$ cat config.mk
export PLATFORM = sky130hd
export DESIGN_NAME = cal_cell
export DESIGN_NICKNAME = d
export VERILOG_FILES = /design/src/sv/cal_pkg.sv /design/src/sv/cal_cell.sv
export SDC_FILE = /design/constraint.sdc
export NUM_CORES = 1
export LEC_CHECK = 0
export BUFFER_PORTS_ARGS = -buffer_cell sky130_fd_sc_hd__buf_2
export CAP_MARGIN = 15
export CORE_ASPECT_RATIO = 1.25
export CORE_MARGIN = 10
export CORE_UTILIZATION = 39
export CTS_CLUSTER_DIAMETER = 120
export DETAILED_ROUTE_END_ITERATION = 10
export GPL_TIMING_DRIVEN = 0
export PLACE_DENSITY = 0.84
export SKIP_LAST_GASP = 1
export SLEW_MARGIN = 20
export SYNTH_ARGS = -nofsm -noshare
export SYNTH_HDL_FRONTEND = slang
export SYNTH_SLANG_ARGS = --single-unit
$ cat constraint.sdc
create_clock -name clk -period 3.7 [get_ports clk]
set_input_delay 0 -clock clk [delete_from_list [all_inputs] [get_ports clk]]
set_output_delay 0 -clock clk [all_outputs]
set_load 0.02 [all_outputs]
$ cat src/sv/cal_pkg.sv
// ----------------------------------------------------------------------------
// cal_pkg: shared definitions for the compacting array list
// Sizes, command and status codes, and the control bus broadcast to cells.
// ----------------------------------------------------------------------------
package cal_pkg;

  // list geometry
  localparam int DEPTH      = 64;
  localparam int ITEM_WIDTH = 32;

  // fixed field widths of the stream items
  localparam int CMD_W   = 2;
  localparam int IDX_W   = 6;
  localparam int VALUE_W = 32;
  localparam int STAT_W  = 2;
  localparam int CNTO_W  = 7;

  // derived widths
  localparam int POS_W = (DEPTH > 1) ? $clog2(DEPTH) : 1;
  localparam int CNT_W = $clog2(DEPTH + 1);
  localparam int CMP_W = (IDX_W > CNT_W) ? IDX_W : CNT_W;

  // packed stream widths, rounded up to whole bytes
  localparam int IN_BITS  = CMD_W + IDX_W + VALUE_W;
  localparam int OUT_BITS = VALUE_W + STAT_W + CNTO_W;
  localparam int IN_TDATA_W  = ((IN_BITS + 7) / 8) * 8;
  localparam int OUT_TDATA_W = ((OUT_BITS + 7) / 8) * 8;

  typedef enum logic [CMD_W-1:0] {
    CMD_PUSH = 2'd0,
    CMD_DEL  = 2'd1,
    CMD_READ = 2'd2,
    CMD_POP  = 2'd3
  } cal_cmd_t;

  typedef enum logic [STAT_W-1:0] {
    ST_OK    = 2'd0,
    ST_EMPTY = 2'd1,
    ST_RANGE = 2'd2,
    ST_FULL  = 2'd3
  } cal_status_t;

  // control broadcast from the list control to every cell
  typedef struct packed {
    logic                  push_en;
    logic [CMP_W-1:0]      wr_pos;
    logic [ITEM_WIDTH-1:0] wr_item;
    logic                  del_en;
    logic [CMP_W-1:0]      del_pos;
    logic [CMP_W-1:0]      rd_pos;
  } cal_bus_t;

endpackage

$ cat src/sv/cal_cell.sv
// ----------------------------------------------------------------------------
// cal_cell: one list entry
// Holds one item; loads on a push at its position, takes its upper neighbor
// on a delete at or below its position, and drives its item on a read match.
// ----------------------------------------------------------------------------
module cal_cell
  import cal_pkg::*;
(
  input  logic                  clk,
  input  logic [POS_W-1:0]      cell_pos,
  input  cal_bus_t              bus,
  input  logic [ITEM_WIDTH-1:0] nbr_data,
  output logic [ITEM_WIDTH-1:0] data_q,
  output logic [ITEM_WIDTH-1:0] rd_term
);

  logic [ITEM_WIDTH-1:0] data_r;
  logic [ITEM_WIDTH-1:0] data_nxt;
  logic [CMP_W-1:0]      pos_ext;
  logic                  load;
  logic                  shift;

  assign pos_ext = CMP_W'(cell_pos);
  assign load    = bus.push_en && (pos_ext == bus.wr_pos);
  assign shift   = bus.del_en && (pos_ext >= bus.del_pos);

  // entry update: append or compact down by one
  always_comb begin
    data_nxt = data_r;
    if (load) begin
      data_nxt = bus.wr_item;
    end else if (shift) begin
      data_nxt = nbr_data;
    end
  end

  always_ff @(posedge clk) begin
    data_r <= data_nxt;
  end

  // stored item handed to the neighbor below
  assign data_q = data_r;

  // read-out term, zero unless this cell is addressed
  assign rd_term = (pos_ext == bus.rd_pos) ? data_r : '0;

endmodule

==> metrics.md, run 1 <==
| Metric | Value |
|---|---|
| Area leader, netlist | `sky130_fd_sc_hd__edfxtp_1` |
| Yosys warnings | `0` |
| Count of buffers inserted at the top-level ports | `157` |
| RePlAce Congestion | `0.816` |
| Top-level port count | `158` |
| CP required | `3.70 ns` |
| Area share of the largest cell type after synthesis | `50.6%` |
| Clock transition at the register clock pins on the worst setup and hold paths after CTS | `0.07 ns` |
| Setup CP Type | `in -> out` |
| Number of flip-flops under the largest register name | `32` |
| Post-route minimum period | `1.67 ns` |
| Total power density per cell area | `324 nW/um^2` |
| Antenna diode instance count | `0` |
| Initial antenna violation count | `0` |
| Hold Vio Cnt, Final | `0` |
| Number of iterations in the first detailed-routing pass | `4` |
| Max Clock Freq | `0.600 GHz` |
| Critical Path Fanout Max | `10` |
| Kind of cell adding the most delay to the critical path | `simple AND/OR/NAND/NOR gates` |
| Root buffer selected by CTS | `sky130_fd_sc_hd__clkbuf_8` |
| Kind of start point of the critical path | `input port` |
| Hold Worst Slack | `0.0157 ns` |
| Area growth syn-to-layout | `53.2%` |
| Post-Synthesis Net Count | `243` |
| Final clock period utilization by the worst path | `45.0%` |
| Count of unresolved DRC violations after routing | `0` |
| CTS tree | `built` |
| Kind of end point of the critical path | `output port` |
| Run status | `finished, final reports clean` |
| Relative max-transition margin | `66.4%` |
| Final global-route overflow total | `0` |
| Total chip power | `943 uW` |
| DIE HEIGHT | `98.0 um` |
| Critical path arrival | `1.67 ns` |
| Synth area leaders | `sky130_fd_sc_hd__edfxtp_1 (51%), sky130_fd_sc_hd__mux2_2 (19%), sky130_fd_sc_hd__and2_2 (8.3%)` |
| Crit path top cell by count | `sky130_fd_sc_hd__buf_2` |
| Chain of cells forming the critical path | `buf_2 > xor2_1 > or4_4 > nor4_4 > clkbuf_2 > and2_1 > buf_2` |
| Commonest non-fill, non-tap cells in the layout | `sky130_fd_sc_hd__buf_2 (160), sky130_fd_sc_hd__mux2_2 (32), sky130_fd_sc_hd__edfxtp_1 (32), sky130_fd_sc_hd__and2_2 (21), sky130_fd_sc_hd__and2_1 (11)` |
| Post-Place Worst Slack | `1.80 ns` |
| Min-delay worst type | `in -> reg` |
| DP HPWL | `5.54 mm` |
| Worst-case clock buffer depth | `2` |
| MaxCap Viol Count | `0` |
| Post-CTS resize count | `0` |
| Final setup violation count | `0` |
| Final WS setup | `2.03 ns` |
| Number of instances in the synthesized netlist | `143` |
| Final ANT Viol Nets | `0` |
| Die Width | `82.4 um` |
| Peak supply drop | `0.000142 V` |
| Routed wire per std cell | `16.9 um` |
| DIE AREA | `8080 um^2` |
| Number of clock sinks | `32` |
| Initial standard-cell utilization of the core | `40.2%` |
| Detailed-route vias per instance | `4.62` |
| Number of setup buffers added after CTS | `0` |
| Unrepaired setup endpoints after global routing | `false` |
| Combined buffer and inverter count along the critical path | `3` |
| Total track usage | `15.0%` |
| Cell type of the slowest stage on the worst timing path | `sky130_fd_sc_hd__or4_4` |
| Nets@finish | `408` |
| Final standard cell count with taps included and fillers excluded | `369` |
| Most common library cell in the layout ignoring fill and taps | `sky130_fd_sc_hd__buf_2` |
| Fraction of layout instances using a drive strength above 1 | `73.8%` |
| Summed instance area of the synthesized netlist | `1900 um^2` |
| Distinct cell type count after synthesis | `20` |
| Instance area at placement | `2800 um^2` |
| Total Wirelength | `6.24 mm` |
| Final core utilization | `61.5%` |
| Fin Setup TNS | `0 ns` |
| Overall via count from detail_route | `1,704` |
| Flop and latch count out of synthesis | `32` |
| First-pass GRT wire length | `9.38 mm` |
| Number of placed instances, taps included | `361` |
| Hold buffers post-CTS | `0` |
| Delay of the slowest cell on the worst path | `0.52 ns` |
| Area of the core | `4730 um^2` |
| Slew @ Worst Pin | `0.503 ns` |
| Mean Syn Cell Area | `13.3 um^2` |
| Slew Limit Fails | `0` |
| TritonCTS Buffers | `5` |
| Starting DRC count in detailed routing | `47` |
| Leakage | `1.46 nW` |
| CTS HTree Levels | `2` |
| Cell row count | `28` |
| Largest net degree at the start of global routing | `21` |
| Sequential-to-total area share from yosys stat | `50.6%` |
| Number of global-route vias before repair | `1,959` |
| Design Area, Final | `2910 um^2` |
## area by class of cell
class,count,area (um^2)
Multi-Input combinational cell,98,893
Fill cell,403,1820
Clock inverter,3,42.5
Tap cell,60,75.1
Inverter,7,26.3
Buffer,6,30.0
Clock buffer,5,68.8
Timing Repair Buffer,158,813
Sequential cell,32,961
## synth_stat cells, drive strengths merged
cell	number
nor3b	1
inv	7
buf	3
clkbuf	3
a41o	1
or4	1
edfxtp	32
xor2	10
nor3	2
mux2	32
o21ai	2
ha	6
nand2b	2
nor2	1
and2	32
xnor2	2
nor4	1
nand4	3
a21oi	2
## worst paths after layout
kind / depth (start not counted) / slack, ns / endpoint / startpoint
hold / removal: 2 / 0.02 / data_q[3]$_DFFE_PP_ / bus[18]
setup / recovery: 7 / 2.03 / rd_term[8] / cell_pos[3]
## cells by family (layout without fill, tap and decap cells)
group,Yosys count,after routing,share of synthesized area [%]
AO/OA/AOI/OAI,5,5,1.58
adder cells (fa/ha/maj),6,6,3.95
XOR/XNOR,12,12,5.53
multiplexers,32,32,19.0
flip-flops,32,32,50.6
AND/OR/NAND/NOR,43,43,16.4
buffers and inverters,13,179,2.96
## report_power, final
| part | switching (mW) | total (mW) | internal, mW |
|---|---|---|---|
| sequential | 0.00969 | 0.438 | 0.428 |
| clock | 0.127 | 0.326 | 0.199 |
| combinational | 0.0933 | 0.179 | 0.0855 |
## layer usage
metal	GRT usage (%)	wire length [um]	up-vias	part of all wire (%)
li1	-	-	840	-
met1	13.8	1970	767	32
met2	29.0	3500	88	56
met3	3.67	643	9	10
met4	6.56	128	0	2.1
met5	0	0	-	0
Power figures use the tool's default switching activity.
==> run 2: changes to the inputs <==
--- a/config.mk
+++ b/config.mk
@@ -5,15 +5,16 @@
 export SDC_FILE = /design/constraint.sdc
 export NUM_CORES = 1
 export LEC_CHECK = 0
+export ABC_AREA = 1
 export BUFFER_PORTS_ARGS = -buffer_cell sky130_fd_sc_hd__buf_2
 export CAP_MARGIN = 15
 export CORE_ASPECT_RATIO = 1.25
 export CORE_MARGIN = 10
-export CORE_UTILIZATION = 39
+export CORE_UTILIZATION = 37
 export CTS_CLUSTER_DIAMETER = 120
 export DETAILED_ROUTE_END_ITERATION = 10
 export GPL_TIMING_DRIVEN = 0
-export PLACE_DENSITY = 0.84
+export PLACE_DENSITY = 0.8
 export SKIP_LAST_GASP = 1
 export SLEW_MARGIN = 20
 export SYNTH_ARGS = -nofsm -noshare
==> constraint.sdc (replaced) <==
create_clock -name clk -period 1.5 [get_ports clk]
set_input_delay 0 -clock clk [delete_from_list [all_inputs] [get_ports clk]]
set_output_delay 0 -clock clk [all_outputs]
set_load 0.02 [all_outputs]
==> run 2 against run 1 <==
Effect of this change: wire length is 27% higher; first-iteration DRC count is 11% higher; final cell count is 53% higher; area after synthesis is 16% higher; global-route usage is 0.53 points higher; non-clock buffer count is 32 higher; via count is 52% higher; largest cell class is now non-clock buffers; count of clock-buffer cells in the layout stayed put; sequential power grew to 2.5 times the previous value.
==> metrics.md, run 2 <==
| Metric | Value |
|---|---|
| Count of buffers inserted at the top-level ports | `157` |
| Overall via count from detail_route | `2,583` |
| Commonest non-fill, non-tap cells in the layout | `sky130_fd_sc_hd__buf_2 (157), sky130_fd_sc_hd__nand2_1 (107), sky130_fd_sc_hd__inv_1 (55), sky130_fd_sc_hd__nor2_1 (41), sky130_fd_sc_hd__nand3_1 (38)` |
| Most common library cell in the layout ignoring fill and taps | `sky130_fd_sc_hd__buf_2` |
| DIE AREA | `9450 um^2` |
| First-pass GRT wire length | `11.8 mm` |
| Initial standard-cell utilization of the core | `38.1%` |
| Fraction of synthesis flops using an asynchronous set or reset pin | `0%` |
| Post-Synthesis Net Count | `408` |
| Area of the core | `5780 um^2` |
| Fraction of layout instances using a drive strength above 1 | `36.8%` |
| Unrepaired setup endpoints after global routing | `false` |
| Relative max-transition margin | `71.6%` |
| Nets@finish | `599` |
| CP required | `1.43 ns` |
| Timing startpoint of the critical path | `cell_pos[2]` |
| Yosys warnings | `0` |
| Antenna diode instance count | `0` |
| Final global-route overflow total | `0` |
| Worst setup path endpoint | `data_q[4]$_DFFE_PP_` |
| Synth area leaders | `sky130_fd_sc_hd__edfxtp_1 (44%), sky130_fd_sc_hd__nand2_1 (18%), sky130_fd_sc_hd__inv_1 (9.4%)` |
| Post-Place Worst Slack | `-0.356 ns` |
| Largest net degree at the start of global routing | `33` |
| Area share of the largest cell type after synthesis | `43.7%` |
| Count of unresolved DRC violations after routing | `0` |
| Final ANT Viol Nets | `0` |
| Total power density per cell area | `726 nW/um^2` |
| Leakage | `2.05 nW` |
| DP HPWL | `6.25 mm` |
| Final WS setup | `0.172 ns` |
| Run status | `finished, final reports clean` |
| TritonCTS Buffers | `5` |
| CTS HTree Levels | `2` |
| Detailed-route vias per instance | `4.56` |
| Worst-case clock buffer depth | `2` |
| Starting DRC count in detailed routing | `52` |
| Cell with the most instances after synthesis | `sky130_fd_sc_hd__nand2_1` |
| Summed instance area of the synthesized netlist | `2200 um^2` |
| Number of clock sinks | `32` |
| MaxCap Viol Count | `0` |
| Total Wirelength | `7.92 mm` |
| Initial antenna violation count | `0` |
| Routed wire per std cell | `14.0 um` |
| Die Width | `89.0 um` |
| Top_reg_cell synth | `sky130_fd_sc_hd__edfxtp_1` |
| Root buffer selected by CTS | `sky130_fd_sc_hd__clkbuf_8` |
| Hold Vio Cnt, Final | `0` |
| DIE HEIGHT | `106 um` |
| Mean Syn Cell Area | `7.15 um^2` |
| Clock transition at the register clock pins on the worst setup and hold paths after CTS | `0.07 ns` |
| Total track usage | `15.5%` |
| Number of flops mapped to enable cells by yosys | `32` |
| Critical Path Fanout Max | `32` |
| Final setup violation count | `0` |
| Max Clock Freq | `0.753 GHz` |
| Slew Limit Fails | `0` |
| CTS tree | `built` |
| Slew @ Worst Pin | `0.426 ns` |
| Number of iterations in the first detailed-routing pass | `4` |
| Top-level port count | `158` |
| Area leader, netlist | `sky130_fd_sc_hd__edfxtp_1` |
| Number of flip-flops under the largest register name | `32` |
| Setup CP Type | `in -> reg` |
| Number of instances in the synthesized netlist | `308` |
| Kind of start point of the critical path | `input port` |
| Distinct cell type count after synthesis | `19` |
| Hold Worst Slack | `0.00206 ns` |
| Final clock period utilization by the worst path | `88.6%` |
| RePlAce Congestion | `0.816` |
| Critical path arrival | `1.25 ns` |
| Cell row count | `31` |
| Kind of end point of the critical path | `register` |
| Peak supply drop | `0.000468 V` |
| Number of global-route vias before repair | `2,677` |
| Sequential-to-total area share from yosys stat | `43.7%` |
| Area growth syn-to-layout | `56.9%` |
| Min-delay worst type | `in -> reg` |
| Cell types with the highest counts after synthesis | `sky130_fd_sc_hd__nand2_1 (108), sky130_fd_sc_hd__inv_1 (55), sky130_fd_sc_hd__nor2_1 (41)` |
| Flop and latch count out of synthesis | `32` |
| Post-route minimum period | `1.33 ns` |
## run 2: routing by layer
metal	global-route usage, %	part of all wire [%]
met5	0	0
met4	6.72	2.6
met3	4.43	9.0
met2	28.6	51
met1	15.6	37
## run 2: layout make-up
type | instances | area [um^2]
flip-flops and latches | 32 | 961
repair buffers | 184 | 1060
inverters | 58 | 218
clock inverters | 3 | 37.5
fillers | 525 | 2330
multi-input cells | 206 | 917
well taps | 66 | 82.6
clock buffers | 5 | 68.8
plain buffers | 12 | 113
## run 2: critical path, cell delays in order
cell,delay (ns)
sky130_fd_sc_hd__buf_2,0.13
sky130_fd_sc_hd__ha_1,0.31
sky130_fd_sc_hd__nand2_1,0.06
sky130_fd_sc_hd__nor2_1,0.13
sky130_fd_sc_hd__nand3_1,0.09
sky130_fd_sc_hd__nand3_1,0.09
sky130_fd_sc_hd__nand2_1,0.08
sky130_fd_sc_hd__nand2_4,0.33
## run 2: per-stage QoR
| step | power [mW] | util (%) | setup TNS [ns] | area, um^2 | cells |
|---|---|---|---|---|---|
| floorplan | 1.42 | - | 0 | 2200 | 308 |
| global placement | 1.66 | 53.2 | -9.42 | 3070 | 531 |
| detailed placement | 1.68 | 53.2 | -11.32 | 3070 | 531 |
| CTS | 2.53 | 59.8 | 0 | 3450 | 566 |
| global route | 2.63 | 59.8 | 0 | 3450 | 566 |
| finish | 2.51 | 59.8 | 0 | 3450 | 566 |
## run 2: logic make-up (layout without fill, tap and decap cells)
group	count (synthesis)	in the layout	share of synthesized area, %
buffers and inverters	70	262	15.0
AOI/OAI and AO/OA	5	5	1.25
DFF	32	32	43.7
adders and majority gates	6	6	3.41
and+or+nand+nor	195	195	36.7
## run 2: how the worst min path moves through the flow
stage	slack [ns]	cells past startpoint	start	end
after floorplan	0.18	2	nbr_data[0]	data_q[0]$_DFFE_PP_
after global routing	0.01	3	nbr_data[6]	data_q[6]$_DFFE_PP_
after CTS	0.002	3	nbr_data[6]	data_q[6]$_DFFE_PP_
final	0.002	3	nbr_data[27]	data_q[27]$_DFFE_PP_
after global placement	0.26	3	nbr_data[27]	data_q[27]$_DFFE_PP_
after detailed placement	0.27	3	nbr_data[7]	data_q[7]$_DFFE_PP_
## run 2: power breakdown
| part | switching [mW] | leakage (nW) | total [mW] | internal, mW |
|---|---|---|---|---|
| clock network | 0.304 | 0.0532 | 0.788 | 0.483 |
| registers | 0.0356 | 0.293 | 1.11 | 1.07 |
| logic | 0.347 | 1.70 | 0.611 | 0.265 |
## run 2: timing repair
action / 4_1_cts / 5_1_grt
hold endpoints to repair: 27 / 0
gates resized for setup: 1 / 0
setup endpoints to repair: 32 / 0
setup buffers: 0 / 0
hold buffers: 27 / 0
==> run 3: changes to the inputs <==
==> constraint.sdc (replaced) <==
create_clock -name clk -period 1.5 [get_ports clk]
set_input_delay 0.075 -clock clk [delete_from_list [all_inputs] [get_ports clk]]
set_output_delay 0.075 -clock clk [all_outputs]
set_load 0.02 [all_outputs]
==> run 3 against run 2 <==
Effect of this change: design area down 7.7%; sequential share of layout area up 2.3 points; count of clock-buffer cells in the layout unchanged; worst hold slack better by 0.046 ns; via count down 6.7%; first-iteration DRC count up 23%; sequential cell count unchanged; fmax down 4.5%; largest cell class is now sequential cells.
==> metrics.md, run 3 (synthesized netlist as in run 2, its figures left out) <==
| Metric | Value |
|---|---|
| Slew @ Worst Pin | `0.436 ns` |
| Storage cell area | `961 um^2` |
| MaxCap Viol Count | `0` |
| Sw Share | `28.4%` |
| CTS HTree Levels | `2` |
| Die Width | `89.0 um` |
| Final setup violation count | `0` |
| Number of flip-flops under the largest register name | `32` |
| TritonCTS Buffers | `5` |
| Hold Vio Cnt, Final | `0` |
| CP required | `1.43 ns` |
| Initial standard-cell utilization of the core | `38.1%` |
| Fill cell total of the finished layout | `556` |
| Final core utilization | `55.2%` |
| Most common library cell in the layout ignoring fill and taps | `sky130_fd_sc_hd__buf_2` |
| Combinational share of power | `22.1%` |
| Final global-route overflow total | `0` |
| Largest net degree at the start of global routing | `33` |
| Critical path arrival | `1.32 ns` |
| Worst-case clock buffer depth | `2` |
| Initial antenna violation count | `0` |
| Run status | `finished, final reports clean` |
| Slew Limit Fails | `0` |
| DIE HEIGHT | `106 um` |
| Critical Path Fanout Max | `32` |
| Kind of end point of the critical path | `register` |
| Min-delay worst type | `in -> reg` |
| Commonest non-fill, non-tap cells in the layout | `sky130_fd_sc_hd__buf_2 (157), sky130_fd_sc_hd__nand2_1 (107), sky130_fd_sc_hd__inv_1 (55), sky130_fd_sc_hd__nor2_1 (41), sky130_fd_sc_hd__nand3_1 (38)` |
| Number of global-route vias before repair | `2,555` |
| Kind of start point of the critical path | `input port` |
| Leakage | `1.94 nW` |
| Final ANT Viol Nets | `0` |
| DIE AREA | `9450 um^2` |
| Number of setup buffers added after CTS | `0` |
| Post-route minimum period | `1.39 ns` |
| Fraction of layout instances using a drive strength above 1 | `39.3%` |
| Clock transition at the register clock pins on the worst setup and hold paths after CTS | `0.08 ns` |
| Pint | `1.78 mW` |
| Hold Worst Slack | `0.0477 ns` |
| Hold buffers post-CTS | `0` |
| Fin Setup TNS | `0 ns` |
| Area of the core | `5780 um^2` |
| Root buffer selected by CTS | `sky130_fd_sc_hd__clkbuf_8` |
| Total track usage | `15.0%` |
| Power spent charging and discharging nets | `706 uW` |
| Setup CP Type | `in -> reg` |
| Detailed-route vias per instance | `4.47` |
| Number of iterations in the first detailed-routing pass | `4` |
| Routed wire per std cell | `13.7 um` |
| Cell row count | `31` |
| Relative max-transition margin | `71.0%` |
| Number of clock sinks | `32` |
| Peak supply drop | `0.000458 V` |
| Design Area, Final | `3190 um^2` |
| RePlAce Congestion | `0.741` |
| Instance area at placement | `3080 um^2` |
| Sequential share of power | `44.4%` |
| First-pass GRT wire length | `11.5 mm` |
| DP HPWL | `6.21 mm` |
| Count of buffers inserted at the top-level ports | `157` |
| Post-CTS resize count | `0` |
| Area of combinational cells with multiple inputs | `917 um^2` |
| Top-level port count | `158` |
| Max Clock Freq | `0.719 GHz` |
| Count of unresolved DRC violations after routing | `0` |
| Final clock period utilization by the worst path | `92.7%` |
| Nets@finish | `572` |
| Total Wirelength | `7.39 mm` |
| Starting DRC count in detailed routing | `64` |
| Area growth syn-to-layout | `44.9%` |
| Antenna diode instance count | `0` |
| Overall via count from detail_route | `2,409` |
| CTS tree | `built` |
| Unrepaired setup endpoints after global routing | `false` |
| Part of the total power dissipated in the clock network | `33.5%` |
| Total power density per cell area | `780 nW/um^2` |
==> run 3: per-layer routing <==
metal / track usage, % / part of all wire [%] / vias to the layer above
met5: 0 / 0 / -
met4: 5.35 / 1.8 / 0
met3: 4.20 / 9.3 / 10
met2: 27.7 / 52 / 104
met1: 15.5 / 37 / 1026
li1: - / - / 1269
==> run 3: through the flow <==
step	instances	setup WS (ns)	power (mW)
4_1_cts	539	0.0823	2.52
5_1_grt	539	0.0242	2.62
6_report	539	0.110	2.49
2_1_floorplan	308	0.154	1.42
3_3_place_gp	531	-0.168	1.66
3_5_place_dp	531	-0.218	1.68
==> run 3: power groups by stage <==
| stage | Clock [mW] | Combinational [mW] | Sequential, mW |
|---|---|---|---|
| CTS | 0.856 | 0.559 | 1.11 |
| floorplan | 0 | 0.210 | 1.21 |
| finish | 0.833 | 0.550 | 1.10 |
| detailed placement | 0 | 0.558 | 1.13 |
| global placement | 0 | 0.544 | 1.12 |
| global route | 0.895 | 0.615 | 1.11 |
==> run 3: critical path, stage by stage <==
cell and delay (ns):
sky130_fd_sc_hd__buf_2 0.14, sky130_fd_sc_hd__ha_1 0.32, sky130_fd_sc_hd__nand2_1 0.06, sky130_fd_sc_hd__nor2_1 0.12
sky130_fd_sc_hd__nand3_1 0.08, sky130_fd_sc_hd__nand3_1 0.09, sky130_fd_sc_hd__nand2_1 0.09, sky130_fd_sc_hd__nand2_4 0.34
==> run 3: layout make-up <==
cell class,count,share of cell area (%)
plain buffers,12,3.53
clock buffers,5,2.16
well taps,66,2.59
repair buffers,157,24.6
multi-input cells,206,28.8
flip-flops and latches,32,30.1
clock inverters,3,1.33
inverters,58,6.83
==> run 3: path summary, 6_finish.rpt <==
path / start / end / slack [ns] / cells after the start
hold / removal: nbr_data[16] / data_q[16]$_DFFE_PP_ / 0.05 / 3
setup / recovery: cell_pos[2] / data_q[7]$_DFFE_PP_ / 0.11 / 8
